--- src/hw/rtl/state_change_notifier_with_retry_unit_macros.svh ---
// Assertion macros shared by the notifier RTL.
// Included by scn_dpath, the module that carries concurrent checks; no other dependencies.
`ifndef STATE_CHANGE_NOTIFIER_WITH_RETRY_UNIT_MACROS_SVH
`define STATE_CHANGE_NOTIFIER_WITH_RETRY_UNIT_MACROS_SVH

`ifndef ASSERT_OFF

// cond must hold at every clock edge outside reset
`define SCN_ASSERT_ALWAYS(label, clk, rst_n, cond) \
    label: assert property (@(posedge clk) disable iff (!rst_n) (cond)) \
        else $error("scn: invariant violated");

// trig implies cond in the same cycle
`define SCN_ASSERT_IMP(label, clk, rst_n, trig, cond) \
    label: assert property (@(posedge clk) disable iff (!rst_n) (trig) |-> (cond)) \
        else $error("scn: implication violated");

// trig implies cond in the next cycle
`define SCN_ASSERT_NEXT(label, clk, rst_n, trig, cond) \
    label: assert property (@(posedge clk) disable iff (!rst_n) (trig) |=> (cond)) \
        else $error("scn: next-cycle implication violated");

`else

`define SCN_ASSERT_ALWAYS(label, clk, rst_n, cond)
`define SCN_ASSERT_IMP(label, clk, rst_n, trig, cond)
`define SCN_ASSERT_NEXT(label, clk, rst_n, trig, cond)

`endif

`endif

--- src/hw/rtl/scn_pkg.sv ---
// Shared types and constants of the state change notifier.
// No dependencies; imported by the top level, scn_ctrl and scn_dpath.
package scn_pkg;

    // client table size and derived widths
    localparam int MAX_CLIENTS = 16;
    localparam int IDX_W       = (MAX_CLIENTS > 1) ? $clog2(MAX_CLIENTS) : 1;
    localparam int CNT_W       = $clog2(MAX_CLIENTS + 1);

    localparam logic [7:0]  ADDR_INVALID     = 8'hff;
    localparam logic [7:0]  OWN_ADDR_RST     = 8'd0;
    localparam logic [15:0] RESP_TIMEOUT_RST = 16'd100;
    localparam logic [15:0] CYCLE_DELAY_RST  = 16'd200;
    localparam logic [15:0] ROUND_TIMEOUT_RST = 16'd10000;

    // configuration register indexes
    typedef enum logic [1:0] {
        REG_OWN_ADDR      = 2'd0,
        REG_RESP_TIMEOUT  = 2'd1,
        REG_CYCLE_DELAY   = 2'd2,
        REG_ROUND_TIMEOUT = 2'd3
    } t_reg;

    // item kinds
    typedef enum logic [1:0] {
        KIND_POLL    = 2'd0,
        KIND_CONFIRM = 2'd1,
        KIND_LOAD    = 2'd2
    } t_kind;

    // per-client notify status
    typedef enum logic [1:0] {
        ST_INIT = 2'd0,
        ST_WAIT = 2'd1,
        ST_OK   = 2'd2
    } t_status;

    // controller states
    typedef enum logic [3:0] {
        S_IDLE,
        S_DECODE,
        S_P_CHECK,
        S_P_EVAL,
        S_P_SCAN,
        S_P_FINISH,
        S_C_SCAN,
        S_DONE
    } t_state;

    // commands from controller to datapath
    typedef struct packed {
        logic latch;        // capture the accepted item
        logic load;         // write a list slot
        logic poll_change;  // restart round if switch state changed
        logic clr_delay;    // drop the pending wrap delay
        logic end_round;    // stop the round
        logic p_eval;       // serve the current client
        logic scan_start;   // begin round-robin search after current client
        logic scan_step;    // move search to the next entry
        logic scan_hit;     // search found an unconfirmed client
        logic p_finish;     // apply round timeout
        logic c_start;      // begin confirmation search at entry 0
        logic c_step;       // move confirmation search to the next entry
        logic c_hit;        // confirmation search matched a waiting client
        logic res_load;     // move result into the output register
    } t_cmd;

    // status from datapath to controller
    typedef struct packed {
        logic [1:0] kind;
        logic       count_zero;
        logic       cfm_ok;
        logic       round_valid;
        logic       dly_pending;
        logic       dly_elapsed;
        logic       cur_in_range;
        logic       eval_advance;
        logic       scan_found;
        logic       scan_last;
        logic       c_match;
        logic       c_last;
    } t_sts;

endpackage

--- src/hw/rtl/scn_in_if.sv ---
// Input item channel of the state change notifier.
// Valid/ready handshake with the item fields; no dependencies.
interface scn_in_if;
    logic        valid;
    logic        ready;
    logic [1:0]  kind;
    logic [15:0] time_ms;
    logic [1:0]  switch_value;
    logic        bus_ready;
    logic [7:0]  target_addr;
    logic [7:0]  source_addr;
    logic [1:0]  echoed_value;
    logic [3:0]  slot_index;

    modport source (
        output valid, kind, time_ms, switch_value, bus_ready,
        output target_addr, source_addr, echoed_value, slot_index,
        input  ready
    );
    modport sink (
        input  valid, kind, time_ms, switch_value, bus_ready,
        input  target_addr, source_addr, echoed_value, slot_index,
        output ready
    );
endinterface

--- src/hw/rtl/scn_out_if.sv ---
// Result item channel of the state change notifier.
// Valid/ready handshake with the result fields; no dependencies.
interface scn_out_if;
    logic       valid;
    logic       ready;
    logic       send_request;
    logic [7:0] request_receiver;
    logic [7:0] request_sender;
    logic [1:0] request_value;
    logic       round_active;
    logic       client_confirmed;

    modport source (
        output valid, send_request, request_receiver, request_sender,
        output request_value, round_active, client_confirmed,
        input  ready
    );
    modport sink (
        input  valid, send_request, request_receiver, request_sender,
        input  request_value, round_active, client_confirmed,
        output ready
    );
endinterface

--- src/hw/rtl/scn_cfg_if.sv ---
// Configuration write channel of the state change notifier.
// Valid/ready handshake with register index and write data; no dependencies.
interface scn_cfg_if;
    logic        valid;
    logic        ready;
    logic [1:0]  index;
    logic [15:0] data;

    modport source (output valid, index, data, input ready);
    modport sink (input valid, index, data, output ready);
endinterface

--- src/hw/rtl/state_change_notifier_with_retry_unit.sv ---
// State change notifier with retry: top level. Uses scn_pkg, scn_ctrl, scn_dpath.
// Each item (load, confirmation or poll; client count up to 16) runs to its result
// before the next one is accepted; a new item is taken the cycle after its result is
// registered. The scan steps one table entry per cycle.
// Reset (synchronous, active low) empties the list, ends any round, sets all
// clients to init and loads the register defaults; no clearing pass is needed.
module state_change_notifier_with_retry_unit (
    input logic  i_clk,
    input logic  i_rst_n,
    scn_in_if.sink   i_in,
    scn_out_if.source o_out,
    scn_cfg_if.sink  i_cfg
);
    import scn_pkg::*;

    t_cmd cmd;
    t_sts sts;
    logic in_ready;
    logic out_valid;

    scn_ctrl u_ctrl (
        .i_clk       (i_clk),
        .i_rst_n     (i_rst_n),
        .i_in_valid  (i_in.valid),
        .o_in_ready  (in_ready),
        .o_out_valid (out_valid),
        .i_out_ready (o_out.ready),
        .i_sts       (sts),
        .o_cmd       (cmd)
    );

    scn_dpath u_dpath (
        .i_clk              (i_clk),
        .i_rst_n            (i_rst_n),
        .i_cmd              (cmd),
        .o_sts              (sts),
        .i_kind             (i_in.kind),
        .i_time_ms          (i_in.time_ms),
        .i_switch_value     (i_in.switch_value),
        .i_bus_ready        (i_in.bus_ready),
        .i_target_addr      (i_in.target_addr),
        .i_source_addr      (i_in.source_addr),
        .i_echoed_value     (i_in.echoed_value),
        .i_slot_index       (i_in.slot_index),
        .i_cfg_we           (i_cfg.valid),
        .i_cfg_index        (i_cfg.index),
        .i_cfg_data         (i_cfg.data),
        .o_send_request     (o_out.send_request),
        .o_request_receiver (o_out.request_receiver),
        .o_request_sender   (o_out.request_sender),
        .o_request_value    (o_out.request_value),
        .o_round_active     (o_out.round_active),
        .o_client_confirmed (o_out.client_confirmed)
    );

    // handshakes; configuration writes are always taken
    assign i_in.ready  = in_ready;
    assign o_out.valid = out_valid;
    assign i_cfg.ready = 1'b1;
endmodule

--- src/hw/rtl/scn_ram.sv ---
// Generic single-write, single-read RAM with registered read data.
// Standalone; used for the client address and request time tables.
module scn_ram #(
    parameter int WIDTH = 8,
    parameter int DEPTH = 16
) (
    input  logic                                       i_clk,
    input  logic                                       i_we,
    input  logic [((DEPTH > 1) ? $clog2(DEPTH) : 1)-1:0] i_waddr,
    input  logic [WIDTH-1:0]                           i_wdata,
    input  logic [((DEPTH > 1) ? $clog2(DEPTH) : 1)-1:0] i_raddr,
    output logic [WIDTH-1:0]                           o_rdata
);
    logic [WIDTH-1:0] r_mem [DEPTH];
    logic [WIDTH-1:0] r_rdata;

    // write port
    always_ff @(posedge i_clk) begin
        if (i_we) begin
            r_mem[i_waddr] <= i_wdata;
        end
    end

    // registered read port
    always_ff @(posedge i_clk) begin
        r_rdata <= r_mem[i_raddr];
    end

    assign o_rdata = r_rdata;
endmodule

--- src/hw/rtl/scn_ctrl.sv ---
// Sequencing state machine of the state change notifier.
// Depends on scn_pkg; drives t_cmd to the datapath, reads its t_sts.
module scn_ctrl (
    input  logic          i_clk,
    input  logic          i_rst_n,
    input  logic          i_in_valid,
    output logic          o_in_ready,
    output logic          o_out_valid,
    input  logic          i_out_ready,
    input  scn_pkg::t_sts i_sts,
    output scn_pkg::t_cmd o_cmd
);
    import scn_pkg::*;

    t_state r_state;
    t_state n_state;
    logic   r_out_valid;

    // state register
    always_ff @(posedge i_clk) begin
        if (!i_rst_n) begin
            r_state <= S_IDLE;
        end else begin
            r_state <= n_state;
        end
    end

    // next state and commands
    always_comb begin
        n_state    = r_state;
        o_cmd      = '0;
        o_in_ready = 1'b0;
        case (r_state)
            S_IDLE: begin
                o_in_ready = 1'b1;
                if (i_in_valid) begin
                    o_cmd.latch = 1'b1;
                    n_state     = S_DECODE;
                end
            end
            S_DECODE: begin
                case (i_sts.kind)
                    KIND_POLL: begin
                        if (i_sts.count_zero) begin
                            n_state = S_DONE;
                        end else begin
                            o_cmd.poll_change = 1'b1;
                            n_state           = S_P_CHECK;
                        end
                    end
                    KIND_CONFIRM: begin
                        if (i_sts.cfm_ok) begin
                            o_cmd.c_start = 1'b1;
                            n_state       = S_C_SCAN;
                        end else begin
                            n_state = S_DONE;
                        end
                    end
                    KIND_LOAD: begin
                        o_cmd.load = 1'b1;
                        n_state    = S_DONE;
                    end
                    default: begin
                        n_state = S_DONE;
                    end
                endcase
            end
            S_P_CHECK: begin
                if (!i_sts.round_valid) begin
                    n_state = S_DONE;
                end else if (i_sts.dly_pending && !i_sts.dly_elapsed) begin
                    n_state = S_DONE;
                end else begin
                    o_cmd.clr_delay = 1'b1;
                    if (!i_sts.cur_in_range) begin
                        o_cmd.end_round = 1'b1;
                        n_state         = S_DONE;
                    end else begin
                        n_state = S_P_EVAL;
                    end
                end
            end
            S_P_EVAL: begin
                o_cmd.p_eval = 1'b1;
                if (i_sts.eval_advance) begin
                    o_cmd.scan_start = 1'b1;
                    n_state          = S_P_SCAN;
                end else begin
                    n_state = S_P_FINISH;
                end
            end
            S_P_SCAN: begin
                if (i_sts.scan_found) begin
                    o_cmd.scan_hit = 1'b1;
                    n_state        = S_P_FINISH;
                end else if (i_sts.scan_last) begin
                    o_cmd.end_round = 1'b1;
                    n_state         = S_P_FINISH;
                end else begin
                    o_cmd.scan_step = 1'b1;
                end
            end
            S_P_FINISH: begin
                o_cmd.p_finish = 1'b1;
                n_state        = S_DONE;
            end
            S_C_SCAN: begin
                if (i_sts.c_match) begin
                    o_cmd.c_hit = 1'b1;
                    n_state     = S_DONE;
                end else if (i_sts.c_last) begin
                    n_state = S_DONE;
                end else begin
                    o_cmd.c_step = 1'b1;
                end
            end
            S_DONE: begin
                // wait for the output register to free up
                if (!r_out_valid || i_out_ready) begin
                    o_cmd.res_load = 1'b1;
                    n_state        = S_IDLE;
                end
            end
            default: begin
                n_state = S_IDLE;
            end
        endcase
    end

    // output valid flag
    always_ff @(posedge i_clk) begin
        if (!i_rst_n) begin
            r_out_valid <= 1'b0;
        end else if (o_cmd.res_load) begin
            r_out_valid <= 1'b1;
        end else if (i_out_ready) begin
            r_out_valid <= 1'b0;
        end
    end

    assign o_out_valid = r_out_valid;
endmodule

--- src/hw/rtl/scn_dpath.sv ---
// Datapath of the state change notifier: client tables, round state, result.
// Depends on scn_pkg, scn_ram and the assertion macro header.
`include "state_change_notifier_with_retry_unit_macros.svh"

module scn_dpath (
    input  logic          i_clk,
    input  logic          i_rst_n,
    input  scn_pkg::t_cmd i_cmd,
    output scn_pkg::t_sts o_sts,
    // item fields
    input  logic [1:0]    i_kind,
    input  logic [15:0]   i_time_ms,
    input  logic [1:0]    i_switch_value,
    input  logic          i_bus_ready,
    input  logic [7:0]    i_target_addr,
    input  logic [7:0]    i_source_addr,
    input  logic [1:0]    i_echoed_value,
    input  logic [3:0]    i_slot_index,
    // configuration writes
    input  logic          i_cfg_we,
    input  logic [1:0]    i_cfg_index,
    input  logic [15:0]   i_cfg_data,
    // result fields
    output logic          o_send_request,
    output logic [7:0]    o_request_receiver,
    output logic [7:0]    o_request_sender,
    output logic [1:0]    o_request_value,
    output logic          o_round_active,
    output logic          o_client_confirmed
);
    import scn_pkg::*;

    // latched item
    logic [1:0]  r_kind;
    logic [15:0] r_time;
    logic [1:0]  r_sw;
    logic        r_bus_ready;
    logic [7:0]  r_target;
    logic [7:0]  r_source;
    logic [1:0]  r_echo;
    logic [3:0]  r_slot;

    // configuration
    logic [7:0]  r_own;
    logic [15:0] r_resp_to;
    logic [15:0] r_cycle_dly;
    logic [15:0] r_round_to;

    // round state
    logic [CNT_W-1:0] r_count;
    logic [IDX_W-1:0] r_cur;
    logic             r_valid;
    logic [1:0]       r_last;
    logic [15:0]      r_change;
    logic             r_dly_pend;
    logic [15:0]      r_dly_start;
    t_status          r_status [MAX_CLIENTS];

    // search pointers
    logic [IDX_W-1:0] r_idx;
    logic [IDX_W-1:0] r_scan_cnt;

    // result being built
    logic        r_res_send;
    logic [7:0]  r_res_recv;
    logic [7:0]  r_res_sender;
    logic [1:0]  r_res_value;
    logic        r_res_confirmed;

    // RAM ports
    logic [IDX_W-1:0] addr_raddr;
    logic [7:0]       addr_rdata;
    logic [15:0]      rt_rdata;
    logic             rt_we;

    // derived values
    t_status          cur_status;
    t_status          idx_status;
    t_status          n_cur_status;
    logic             changed;
    logic [CNT_W-1:0] load_base;
    logic [IDX_W-1:0] load_pos;
    logic             load_ok;
    logic [15:0]      resp_age;
    logic [15:0]      dly_age;
    logic [15:0]      round_age;
    logic             resp_expired;
    logic             eval_advance;
    logic             round_over;
    logic [IDX_W-1:0] cur_wrap;
    logic [IDX_W-1:0] idx_wrap;
    logic             cfm_echo_ok;

    assign cur_status  = r_status[r_cur];
    assign idx_status  = r_status[r_idx];
    assign changed     = (r_sw != r_last);
    assign cfm_echo_ok = (r_echo == r_sw);

    // list load position; slot 0 restarts the list
    assign load_base = (r_slot == '0) ? '0 : r_count;
    assign load_pos  = load_base[IDX_W-1:0];
    assign load_ok   = (r_source != ADDR_INVALID) && (load_base < CNT_W'(MAX_CLIENTS));

    // wrapping time differences
    assign resp_age     = r_time - rt_rdata;
    assign dly_age      = r_time - r_dly_start;
    assign round_age    = r_time - r_change;
    assign resp_expired = (resp_age >= r_resp_to);
    assign round_over   = (round_age > r_round_to);

    // round-robin successors
    assign cur_wrap = ((CNT_W'(r_cur) + CNT_W'(1)) == r_count) ? '0 : r_cur + IDX_W'(1);
    assign idx_wrap = ((CNT_W'(r_idx) + CNT_W'(1)) == r_count) ? '0 : r_idx + IDX_W'(1);

    // serving the current client
    always_comb begin
        n_cur_status = cur_status;
        eval_advance = 1'b1;
        case (cur_status)
            ST_INIT: begin
                eval_advance = r_bus_ready;
                if (r_bus_ready) begin
                    n_cur_status = ST_WAIT;
                end
            end
            ST_WAIT: begin
                eval_advance = !resp_expired;
                if (resp_expired) begin
                    n_cur_status = ST_INIT;
                end
            end
            default: begin
                eval_advance = 1'b1;
            end
        endcase
    end

    assign rt_we = i_cmd.p_eval && (cur_status == ST_INIT) && r_bus_ready;

    // address table read: entry 0 to open a confirmation search, the next
    // entry while stepping it, otherwise the current client
    always_comb begin
        if (i_cmd.c_start) begin
            addr_raddr = '0;
        end else if (i_cmd.c_step) begin
            addr_raddr = r_idx + IDX_W'(1);
        end else begin
            addr_raddr = r_cur;
        end
    end

    scn_ram #(
        .WIDTH (8),
        .DEPTH (MAX_CLIENTS)
    ) u_addr_ram (
        .i_clk   (i_clk),
        .i_we    (i_cmd.load && load_ok),
        .i_waddr (load_pos),
        .i_wdata (r_source),
        .i_raddr (addr_raddr),
        .o_rdata (addr_rdata)
    );

    scn_ram #(
        .WIDTH (16),
        .DEPTH (MAX_CLIENTS)
    ) u_time_ram (
        .i_clk   (i_clk),
        .i_we    (rt_we),
        .i_waddr (r_cur),
        .i_wdata (r_time),
        .i_raddr (r_cur),
        .o_rdata (rt_rdata)
    );

    // item capture
    always_ff @(posedge i_clk) begin
        if (i_cmd.latch) begin
            r_kind      <= i_kind;
            r_time      <= i_time_ms;
            r_sw        <= i_switch_value;
            r_bus_ready <= i_bus_ready;
            r_target    <= i_target_addr;
            r_source    <= i_source_addr;
            r_echo      <= i_echoed_value;
            r_slot      <= i_slot_index;
        end
    end

    // configuration registers
    always_ff @(posedge i_clk) begin
        if (!i_rst_n) begin
            r_own       <= OWN_ADDR_RST;
            r_resp_to   <= RESP_TIMEOUT_RST;
            r_cycle_dly <= CYCLE_DELAY_RST;
            r_round_to  <= ROUND_TIMEOUT_RST;
        end else if (i_cfg_we) begin
            case (i_cfg_index)
                REG_OWN_ADDR:      r_own       <= i_cfg_data[7:0];
                REG_RESP_TIMEOUT:  r_resp_to   <= i_cfg_data;
                REG_CYCLE_DELAY:   r_cycle_dly <= i_cfg_data;
                REG_ROUND_TIMEOUT: r_round_to  <= i_cfg_data;
                default: begin
                end
            endcase
        end
    end

    // round state
    always_ff @(posedge i_clk) begin
        if (!i_rst_n) begin
            r_count     <= '0;
            r_cur       <= '0;
            r_valid     <= 1'b0;
            r_last      <= '0;
            r_change    <= '0;
            r_dly_pend  <= 1'b0;
            r_dly_start <= '0;
        end else begin
            if (i_cmd.load) begin
                r_count <= load_ok ? load_base + CNT_W'(1) : load_base;
            end
            if (i_cmd.poll_change && changed) begin
                r_change   <= r_time;
                r_cur      <= '0;
                r_valid    <= 1'b1;
                r_dly_pend <= 1'b0;
                r_last     <= r_sw;
            end
            if (i_cmd.clr_delay) begin
                r_dly_pend <= 1'b0;
            end
            if (i_cmd.end_round) begin
                r_valid <= 1'b0;
            end
            // wrapping back to an earlier or the same client arms the cycle delay
            if (i_cmd.scan_hit) begin
                r_cur <= r_idx;
                if (r_idx <= r_cur) begin
                    r_dly_pend  <= 1'b1;
                    r_dly_start <= r_time;
                end
            end
            if (i_cmd.p_finish && round_over) begin
                r_valid <= 1'b0;
            end
        end
    end

    // per-client status
    always_ff @(posedge i_clk) begin
        if (!i_rst_n) begin
            for (int i = 0; i < MAX_CLIENTS; i++) begin
                r_status[i] <= ST_INIT;
            end
        end else begin
            for (int i = 0; i < MAX_CLIENTS; i++) begin
                if (i_cmd.poll_change && changed) begin
                    r_status[i] <= ST_INIT;
                end else if (i_cmd.load && load_ok && (load_pos == IDX_W'(i))) begin
                    r_status[i] <= ST_INIT;
                end else if (i_cmd.p_eval && (r_cur == IDX_W'(i))) begin
                    r_status[i] <= n_cur_status;
                end else if (i_cmd.c_hit && cfm_echo_ok && (r_idx == IDX_W'(i))) begin
                    r_status[i] <= ST_OK;
                end
            end
        end
    end

    // search pointers
    always_ff @(posedge i_clk) begin
        if (!i_rst_n) begin
            r_idx      <= '0;
            r_scan_cnt <= '0;
        end else begin
            if (i_cmd.scan_start) begin
                r_idx      <= cur_wrap;
                r_scan_cnt <= '0;
            end else if (i_cmd.scan_step) begin
                r_idx      <= idx_wrap;
                r_scan_cnt <= r_scan_cnt + IDX_W'(1);
            end else if (i_cmd.c_start) begin
                r_idx <= '0;
            end else if (i_cmd.c_step) begin
                r_idx <= r_idx + IDX_W'(1);
            end
        end
    end

    // result build-up
    always_ff @(posedge i_clk) begin
        if (i_cmd.latch) begin
            r_res_send      <= 1'b0;
            r_res_recv      <= '0;
            r_res_sender    <= '0;
            r_res_value     <= '0;
            r_res_confirmed <= 1'b0;
        end else begin
            if (rt_we) begin
                r_res_send   <= 1'b1;
                r_res_recv   <= addr_rdata;
                r_res_sender <= r_own;
                r_res_value  <= r_sw;
            end
            if (i_cmd.c_hit && cfm_echo_ok) begin
                r_res_confirmed <= 1'b1;
            end
        end
    end

    // output register
    always_ff @(posedge i_clk) begin
        if (i_cmd.res_load) begin
            o_send_request     <= r_res_send;
            o_request_receiver <= r_res_recv;
            o_request_sender   <= r_res_sender;
            o_request_value    <= r_res_value;
            o_round_active     <= r_valid;
            o_client_confirmed <= r_res_confirmed;
        end
    end

    // status to controller
    always_comb begin
        o_sts              = '0;
        o_sts.kind         = r_kind;
        o_sts.count_zero   = (r_count == '0);
        o_sts.cfm_ok       = (r_target == r_own) && (r_count != '0);
        o_sts.round_valid  = r_valid;
        o_sts.dly_pending  = r_dly_pend;
        o_sts.dly_elapsed  = (dly_age >= r_cycle_dly);
        o_sts.cur_in_range = (CNT_W'(r_cur) < r_count);
        o_sts.eval_advance = eval_advance;
        o_sts.scan_found   = (idx_status != ST_OK);
        o_sts.scan_last    = ((CNT_W'(r_scan_cnt) + CNT_W'(1)) == r_count);
        o_sts.c_match      = (addr_rdata == r_source) && (idx_status == ST_WAIT);
        o_sts.c_last       = ((CNT_W'(r_idx) + CNT_W'(1)) == r_count);
    end

    // checks
    `SCN_ASSERT_ALWAYS(a_count_max, i_clk, i_rst_n, r_count <= CNT_W'(MAX_CLIENTS))
    `SCN_ASSERT_IMP(a_scan_bound, i_clk, i_rst_n, i_cmd.scan_step, (CNT_W'(r_scan_cnt) + CNT_W'(1)) < r_count)
    `SCN_ASSERT_IMP(a_send_excl, i_clk, i_rst_n, r_res_send, !r_res_confirmed)
    `SCN_ASSERT_NEXT(a_hit_marks, i_clk, i_rst_n, i_cmd.c_hit && cfm_echo_ok, r_res_confirmed)
endmodule
--- src/flat_wrapper.sv ---
// flat-port wrapper written by rule: the top's interface ports become plain ports
module state_change_notifier_with_retry_unit_flat import scn_pkg::*;
  (i_clk, i_rst_n, i_in_valid, i_in_kind, i_in_time_ms, i_in_switch_value, i_in_bus_ready, i_in_target_addr, i_in_source_addr, i_in_echoed_value, i_in_slot_index, i_in_ready, o_out_valid, o_out_send_request, o_out_request_receiver, o_out_request_sender, o_out_request_value, o_out_round_active, o_out_client_confirmed, o_out_ready, i_cfg_valid, i_cfg_index, i_cfg_data, i_cfg_ready);
  scn_in_if i_in_i ();
  scn_out_if o_out_i ();
  scn_cfg_if i_cfg_i ();
  input logic i_clk;
  input logic i_rst_n;
  input wire logic [$bits(i_in_i.valid)-1:0] i_in_valid;
  input wire logic [$bits(i_in_i.kind)-1:0] i_in_kind;
  input wire logic [$bits(i_in_i.time_ms)-1:0] i_in_time_ms;
  input wire logic [$bits(i_in_i.switch_value)-1:0] i_in_switch_value;
  input wire logic [$bits(i_in_i.bus_ready)-1:0] i_in_bus_ready;
  input wire logic [$bits(i_in_i.target_addr)-1:0] i_in_target_addr;
  input wire logic [$bits(i_in_i.source_addr)-1:0] i_in_source_addr;
  input wire logic [$bits(i_in_i.echoed_value)-1:0] i_in_echoed_value;
  input wire logic [$bits(i_in_i.slot_index)-1:0] i_in_slot_index;
  output wire logic [$bits(i_in_i.ready)-1:0] i_in_ready;
  output wire logic [$bits(o_out_i.valid)-1:0] o_out_valid;
  output wire logic [$bits(o_out_i.send_request)-1:0] o_out_send_request;
  output wire logic [$bits(o_out_i.request_receiver)-1:0] o_out_request_receiver;
  output wire logic [$bits(o_out_i.request_sender)-1:0] o_out_request_sender;
  output wire logic [$bits(o_out_i.request_value)-1:0] o_out_request_value;
  output wire logic [$bits(o_out_i.round_active)-1:0] o_out_round_active;
  output wire logic [$bits(o_out_i.client_confirmed)-1:0] o_out_client_confirmed;
  input wire logic [$bits(o_out_i.ready)-1:0] o_out_ready;
  input wire logic [$bits(i_cfg_i.valid)-1:0] i_cfg_valid;
  input wire logic [$bits(i_cfg_i.index)-1:0] i_cfg_index;
  input wire logic [$bits(i_cfg_i.data)-1:0] i_cfg_data;
  output wire logic [$bits(i_cfg_i.ready)-1:0] i_cfg_ready;
  assign i_in_i.valid = i_in_valid;
  assign i_in_i.kind = i_in_kind;
  assign i_in_i.time_ms = i_in_time_ms;
  assign i_in_i.switch_value = i_in_switch_value;
  assign i_in_i.bus_ready = i_in_bus_ready;
  assign i_in_i.target_addr = i_in_target_addr;
  assign i_in_i.source_addr = i_in_source_addr;
  assign i_in_i.echoed_value = i_in_echoed_value;
  assign i_in_i.slot_index = i_in_slot_index;
  assign i_in_ready = i_in_i.ready;
  assign o_out_valid = o_out_i.valid;
  assign o_out_send_request = o_out_i.send_request;
  assign o_out_request_receiver = o_out_i.request_receiver;
  assign o_out_request_sender = o_out_i.request_sender;
  assign o_out_request_value = o_out_i.request_value;
  assign o_out_round_active = o_out_i.round_active;
  assign o_out_client_confirmed = o_out_i.client_confirmed;
  assign o_out_i.ready = o_out_ready;
  assign i_cfg_i.valid = i_cfg_valid;
  assign i_cfg_i.index = i_cfg_index;
  assign i_cfg_i.data = i_cfg_data;
  assign i_cfg_ready = i_cfg_i.ready;
  state_change_notifier_with_retry_unit u_core (.i_clk(i_clk), .i_rst_n(i_rst_n), .i_in(i_in_i), .o_out(o_out_i), .i_cfg(i_cfg_i));
endmodule
--- config.mk ---
export PLATFORM = sky130hd
export DESIGN_NAME = state_change_notifier_with_retry_unit_flat
export DESIGN_NICKNAME = d
export VERILOG_FILES = /design/src/hw/rtl/scn_pkg.sv /design/src/hw/rtl/scn_in_if.sv /design/src/hw/rtl/scn_out_if.sv /design/src/hw/rtl/scn_cfg_if.sv /design/src/hw/rtl/state_change_notifier_with_retry_unit.sv /design/src/hw/rtl/scn_ram.sv /design/src/hw/rtl/scn_ctrl.sv /design/src/hw/rtl/scn_dpath.sv /design/src/flat_wrapper.sv
export VERILOG_INCLUDE_DIRS = /design/src /design/src/hw/rtl
export SDC_FILE = /design/constraint.sdc
export NUM_CORES = 1
export LEC_CHECK = 0
export ABC_AREA = 1
export BUFFER_PORTS_ARGS = -buffer_cell sky130_fd_sc_hd__buf_2
export CAP_MARGIN = 5
export CORE_ASPECT_RATIO = 1.4
export CORE_MARGIN = 1.5
export CORE_UTILIZATION = 55
export DETAILED_ROUTE_END_ITERATION = 12
export PLACE_DENSITY = 0.72
export SETUP_SLACK_MARGIN = 0.5
export SYNTH_ARGS = -nofsm -noshare
export SYNTH_HDL_FRONTEND = slang
export SYNTH_HIERARCHICAL = 1
export SYNTH_SLANG_ARGS = --single-unit
--- constraint.sdc ---
create_clock -name i_clk -period 11.6 [get_ports i_clk]
set_input_delay 2.32 -clock i_clk [delete_from_list [all_inputs] [get_ports i_clk]]
set_output_delay 2.32 -clock i_clk [all_outputs]
set_load 0.05 [all_outputs]
==> metrics, run 1 <==
status=finished, final reports clean; critical path startpoint category=flip-flop; dpl hpwl=~55,000 um; clk sink count=about 650; hold_buf cts=0; post-CTS setup buffers=0; Worst-path clk slew=0.07 ns; H-tree depth=2; die height=287 um; die area=slightly below 60,000 um2; WL met2=41,000 um; most common cell after layout, fill and taps aside=nand2_1; Worst Tran Pin Value=1.15 ns; relative slew slack=23.2%; total gr overflow=0; class of the most critical hold timing path=flip-flop to flip-flop; Worst-Skew Late Latency=0.66 ns; syn_nets=3,692; DP Area=32,600 um2; r2r endpoint=u_core/u_dpath/r_idx[0]; CTS Buf Count=59; IO buf count=between 80 and 90; worst reg2reg path startpoint=u_core/u_dpath/r_time[0]; most frequent cells in the layout=nand2_1, inv_1, edfxtp_1; Post-Syn Area=31,600 um2; Netlist cell types=52; initial antenna violation count=3; vias in the first global route=22,712; largest net degree at the start of global routing=72; EDFF count, synth=480; unrepaired setup endpoints after global routing=no; synth warn=6; clock root buffer=clkbuf_16; Final period util=44.6%; routability cong.=0.966; top_reg_cell synth=edfxtp_1; share of layout cells above drive strength 1=8.12%; Post-Place Setup Slack=6.46 ns; row count=103; highest metal used=met5; flops & latches, synth=645; DRT iter0 DRCs=1,800; Reg2Reg Setup Slack=6.43 ns; design area=roughly 35,000 um2; area delta synth->final=9.77%; Leak=15.0 nW; Worst Setup End Kind=flip-flop; routed vias/inst=around 5.4; DRT antenna net count=0; R2R cell count=24; Clock Path Buffers=3; Initial Util=roughly 56%; CP Class=flip-flop to flip-flop; # setup viols final=0; core box area=56,600 um2; All-Layer GR Usage=27.6%; Final Skew=about 0.032 ns; sequential-to-total area share from yosys stat=56.0%; PwrDens=197 nW/um2; layout net count=between 3,000 and 4,000; drt first pass iters=6; drt drc=0; Fmax achieved=193 MHz; post-route setup slack=6.43 ns; CTS tree=yes; met1 wire length=30,500 um; Avg Cell Area, Syn=9.02 um2; hold path startpoint=u_core/u_dpath/r_res_send; Syn Inst Count=3,509; setup TNS=0 ns; I/O pin count=90; cts repair resizes=0; fin. max-slew vios=0; final hold vios=0; Hold Crit Endpoint=u_core/u_dpath/o_send_request; met3 WL=4080 um; critical path arrival=5.76 ns; wire length per cell=18.5 um; Required @ worst endpoint=around 12 ns; Detailed Route WL=80,500 um; total number of vias=23,580; Max FO, Critical Path=17; MaxCap Viol Count=0; VDD IR-drop max=0.193 mV; Die Width=206 um; first-pass GRT wire length=between 100,000 and 150,000 um; crit path time final=5.17 ns; Synth async-reset ratio=0%; hold depth=0
==> power by group <==
group	switching (mW)	leakage (nW)	internal [mW]
combinational	1.24	8.30	0.619
clock	0.878	1.00	1.21
sequential	0.180	5.73	2.72
==> kinds of logic (layout without fill, tap and decap cells) <==
family	Yosys count	in the layout	share of synthesized area [%]
and+or+nand+nor	1531	1531	20.9
AOI/OAI and AO/OA	386	386	6.58
DFF	645	645	56.0
adders and majority gates	117	117	4.70
buffers and inverters	756	868	9.79
xor gates and xnor gates	73	73	2.02
other	1	2	0.0119
==> per-layer routing <==
layer | vias up | track usage (%)
met1 | 11024 | 32.0
met5 | - | 0
li1 | 11560 | -
met4 | 4 | 15.4
met2 | 759 | 49.3
met3 | 233 | 3.23
==> worst max path at each step <==
stage / from / end / slack [ns] / cells after the start
after floorplan: i_in_valid / u_core/u_dpath/r_res_recv[0] / 4.50 / 6
after global placement: u_core/u_dpath/r_time[1] / flip-flop / 6.58 / 23
after detailed placement: u_core/u_dpath/r_time[1] / flip-flop / 6.46 / 23
after CTS: u_core/u_dpath/r_time[1] / u_core/u_dpath/r_idx[0] / 6.42 / 23
after global routing: u_core/u_dpath/r_time[0] / flip-flop / 5.79 / 24
final: u_core/u_dpath/r_time[0] / u_core/u_dpath/r_idx[0] / 6.43 / 24
==> cell usage after synthesis (11+ instances only) <==
cell	number	share of area (%)
xnor2_1	23	0.64
buf_4	29	0.69
nand2_1	829	9.8
nor3_1	22	0.35
ha_1	114	4.5
o211ai_1	13	0.31
buf_6	11	0.39
nand3b_1	20	0.47
dfxtp_1	165	10
o21ai_0	122	1.9
nand2_2	13	0.26
nor2_1	196	2.3
inv_2	20	0.24
a21oi_1	197	3.1
edfxtp_1	480	46
nand3_1	395	6.2
clkbuf_1	50	0.59
xor2_1	50	1.4
nand4_1	28	0.55
buf_2	41	0.65
o22ai_1	16	0.32
inv_1	597	7.1
==> layout make-up <==
| cell class | count | area (um2) |
|---|---|---|
| Multi-Input combinational cell | 2108 | 10900 |
| Antenna cell | 1 | 2.50 |
| Timing Repair Buffer | 137 | 808 |
| Sequential cell | 645 | 17700 |
| Tap cell | 735 | 920 |
| Fill cell | 4684 | 21800 |
| Clock inverter | 33 | 474 |
| Clock buffer | 79 | 1610 |
| Inverter | 619 | 2330 |
==> stage by stage <==
step	utilization (%)	std cells	hold WS [ns]	total power [mW]
finish	61.4	4357	0.434	6.84
global route	61.4	4357	0.454	7.18
CTS	61.4	4356	0.434	6.87
detailed placement	57.7	4244	0.417	4.79
global placement	57.7	4244	0.413	4.77
floorplan	-	3509	0.408	4.21
==> sequential cells by signal, indices dropped and copies added (netlist names), 5 cells and up, named ones only <==
signal / cells
u_core/u_dpath/o_request_receiver: 8
u_core/u_dpath/o_request_sender: 8
u_core/u_dpath/r_change: 16
u_core/u_dpath/r_count: 5
u_core/u_dpath/r_cycle_dly: 16
u_core/u_dpath/r_dly_start: 16
u_core/u_dpath/r_own: 8
u_core/u_dpath/r_res_recv: 8
u_core/u_dpath/r_res_sender: 8
u_core/u_dpath/r_resp_to: 16
u_core/u_dpath/r_round_to: 16
u_core/u_dpath/r_source: 8
u_core/u_dpath/r_status: 32
u_core/u_dpath/r_target: 8
u_core/u_dpath/r_time: 16
u_core/u_dpath/u_addr_ram/o_rdata: 8
u_core/u_dpath/u_addr_ram/r_mem: 128
u_core/u_dpath/u_time_ram/o_rdata: 16
u_core/u_dpath/u_time_ram/r_mem: 256
==> worst max-delay path: stages (launching register included) <==
cell,delay [ns]
edfxtp_1,0.66
inv_1,0.20
ha_1,0.27
fa_1,0.41
o21ai_1,0.28
a21boi_0,0.22
o21ai_1,0.22
nand2_1,0.07
nand2_1,0.07
xor2_1,0.18
ha_1,0.25
nand2_1,0.07
o21ai_0,0.09
nand2_1,0.06
nand2_1,0.05
a21oi_1,0.15
nand3_2,0.18
nand3_1,0.13
inv_1,0.07
nor3_1,0.69
nor2_1,0.23
nand3_1,0.22
o21ai_0,0.10
o21bai_1,0.16
inv_1,0.06
No activity file was read; power rests on OpenSTA's default activity.
==> inputs of run 2 (changes only) <==
--- a/config.mk
+++ b/config.mk
@@ -6,14 +6,14 @@
 export SDC_FILE = /design/constraint.sdc
 export NUM_CORES = 1
 export LEC_CHECK = 0
-export ABC_AREA = 1
+export ABC_AREA = 0
 export BUFFER_PORTS_ARGS = -buffer_cell sky130_fd_sc_hd__buf_2
 export CAP_MARGIN = 5
 export CORE_ASPECT_RATIO = 1.4
 export CORE_MARGIN = 1.5
 export CORE_UTILIZATION = 55
 export DETAILED_ROUTE_END_ITERATION = 12
-export PLACE_DENSITY = 0.72
+export PLACE_DENSITY = 0.75
 export SETUP_SLACK_MARGIN = 0.5
 export SYNTH_ARGS = -nofsm -noshare
 export SYNTH_HDL_FRONTEND = slang
==> constraint.sdc (replaced) <==
create_clock -name i_clk -period 4.7 [get_ports i_clk]
set_input_delay 0.94 -clock i_clk [delete_from_list [all_inputs] [get_ports i_clk]]
set_output_delay 0.94 -clock i_clk [all_outputs]
set_load 0.05 [all_outputs]
==> metrics, run 2 <==
status=finished, final reports clean; Switch Pwr=4.64 mW; VDD IR-drop max=~0.53 mV; Synth Area in Simple Gates=9.71%; first-pass GRT wire length=108,000 um; critical path arrival=4.92 ns; IO buf count=between 80 and 90; PwrDens=472 nW/um2; sequential-to-total area share from yosys stat=60.9%; DRT iter0 DRCs=1,480; routed vias/inst=6.03; die height=275 um; Die Width=197 um; Avg Cell Area, Syn=13.7 um2; adder-cell share of the synthesized area=roughly 5.1%; critical path startpoint category=flip-flop; post-synthesis xor/xnor area fraction=2.52%; Top reg by flops=u_core/u_dpath/u_time_ram/r_mem; area delta synth->final=13.3%; CTS Buf Count=57; Max FO, Critical Path=5; final hold vios=0; synth top area cells=edfxtp_1, dfxtp_1, mux4_2; largest family of logic cells by synthesized area=multiplexers; relative slew slack=a little over a quarter; share of layout cells above drive strength 1=between 10% and 20%; crit path time final=4.38 ns; row count=between 90 and 100; Post-Syn Area=29,100 um2; setup TNS=0 ns; most frequent cells in the layout=edfxtp_1, nand2_1, dfxtp_1; CTS tree=yes; mux share of post-synthesis cell area=11.5%; top_reg_cell synth=edfxtp_1; clock root buffer=clkbuf_16; initial antenna violation count=4; Worst-Skew Late Latency=0.65 ns; flops & latches, synth=645; Final period util=approximately 93%; Comb pwr share=24.8%; Final Skew=~0.05 ns; Int Pwr=between 10 and 15 mW; Netlist cell types=79; Clock Path Buffers=3; Leak=11.6 nW; core box area=52,100 um2; Fmax achieved=228 MHz; compound-cell area share of the yosys netlist=6.95%; clk sink count=645; slowest stage cell, crit path=edfxtp_1; H-tree depth=2; total gr overflow=0; CP Class=flip-flop to flip-flop; fin. max-slew vios=0; DRT antenna net count=0; Inst Count DP=2,894; CP peak stage delay=about 0.40 ns; drt drc=0; drt first pass iters=7; Largest register FFs=256; post-synth top area cell=edfxtp_1; switching share of power=29.8%; # setup viols final=0; most common cell after layout, fill and taps aside=edfxtp_1; wire length per cell=23.9 um; EDFF count, synth=between 400 and 500; Synth async-reset ratio=0%; fin cells=3,027; vias in the first global route=18,548; Initial Util=55.8%; layout net count=around 2,500; Most Frequent Cell on Critical Path=nand2_1; top cell type's share of synthesized area=49.5%; Detailed Route WL=72,400 um; Worst Tran Pin Value=1.09 ns; I/O pin count=90; All-Layer GR Usage=26.7%; syn_nets=2,300; dpl hpwl=49,400 um; synth warn=6; MaxCap Viol Count=0; die area=54,300 um2; clock power share=30.4%; Required @ worst endpoint=5.24 ns; unrepaired setup endpoints after global routing=yes; Post-synth top cells=edfxtp_1, nand2_1, dfxtp_1; Worst-path clk slew=0.07 ns; hold_buf cts=0; Syn Inst Count=2,117; largest net degree at the start of global routing=66; Worst Setup End Kind=flip-flop; routability cong.=0.912; Top Family by Delay on Critical Path=compound AO/OA/AOI/OAI gates; most common cell in the netlist=edfxtp_1; Largest regs=u_core/u_dpath/u_time_ram/r_mem: 256 flops, u_core/u_dpath/u_addr_ram/r_mem: 128 flops, u_core/u_dpath/r_status: 32 flops; sequential power share=44.7%; total number of vias=18,240; Bufs and invs on worst path=2; class of the most critical hold timing path=flip-flop to flip-flop
-- run 2: cell types whose count changed after synthesis, sizes merged, moves of 50 or more --
cell   delta
nand2   -670
a22oi    +50
o21ai    -95
nor2     -68
mux2i    +63
mux4    +115
nor2b    +61
inv     -501
nand3   -359
a21oi   -141
-- run 2: cells by family after synthesis --
kind of cell,count (synthesis)
compound gates,295
xor+xnor,82
fa+ha+maj,117
buf+inv,215
flops,645
mux,179
other cells,1
simple gates,583
-- run 2: cell type report --
cell class	instances	area, um2
fill	3810	19200
sequential	645	17700
multi-input combinational	1257	10700
clock buffer	75	1590
timing repair buffer	193	1310
tap	707	885
inverter	116	435
clock inverter	33	334
antenna	1	2.50
-- run 2: power by group through the flow --
stage / registers, mW / clock network, mW / logic, mW
2_1_floorplan: 7.00 / 0 / 2.54
3_3_place_gp: 7.04 / 0 / 3.45
3_5_place_dp: 7.07 / 0 / 3.54
4_1_cts: 6.95 / 4.80 / 3.75
5_1_grt: 6.99 / 5.00 / 4.20
6_report: 6.96 / 4.74 / 3.86
-- run 2: what timing repair did --
item,4_1_cts,5_1_grt
endpoints found under the setup margin,17,24
gates cloned,1,2
setup buffers,16,5
pin swaps,7,7
resized for setup,30,20
-- run 2: worst paths after layout --
| kind | start | end | slack, ns | cells past startpoint |
|---|---|---|---|---|
| min | u_core/u_dpath/r_res_confirmed | u_core/u_dpath/o_client_confirmed | 0.43 | 0 |
| max reg2reg | u_core/u_dpath/r_time[0] | flip-flop | 0.32 | 25 |
| min reg2reg | u_core/u_dpath/r_res_confirmed | u_core/u_dpath/o_client_confirmed | 0.43 | 0 |
| max | u_core/u_dpath/r_time[0] | flip-flop | 0.32 | 25 |
-- run 2: worst reg2reg max path, cell delays in order (launching register included) --
cell      delay, ns
edfxtp_1       0.40
inv_2          0.09
buf_6          0.10
ha_4           0.13
fa_2           0.21
nor2b_2        0.05
o31a_1         0.27
o31a_1         0.29
o21ai_2        0.16
nand2_1        0.08
o41ai_2        0.24
xnor2_1        0.12
ha_1           0.28
nand4_1        0.13
nor2_2         0.16
a21oi_2        0.07
o211ai_1       0.10
a41oi_2        0.09
mux2i_1        0.20
nand2_1        0.11
and2_4         0.19
a21oi_2        0.15
o31ai_4        0.13
o32ai_2        0.30
nand3_1        0.11
nand2_1        0.12
-- run 2: per-layer routing --
metal	vias to the layer above	part of all wire (%)	GRT usage, %
met5	-	0.068	0
met4	8	5.4	13.7
met3	203	5.4	3.79
met2	706	53	49.2
met1	9118	36	29.9
li1	8205	-	-
-- run 2: stage by stage --
step                hold WS [ns]  cell area, um2  util [%]  power, mW  setup slack, ns
finish                     0.434           33000      63.2       15.6            0.316
floorplan                  0.408           29100         -       9.53            0.505
global route               0.439           33000      63.2       16.2           0.0412
CTS                        0.436           32800      62.9       15.5            0.381
detailed placement         0.419           30600      58.7       10.6           0.0564
global placement           0.415           30600      58.7       10.5            0.229
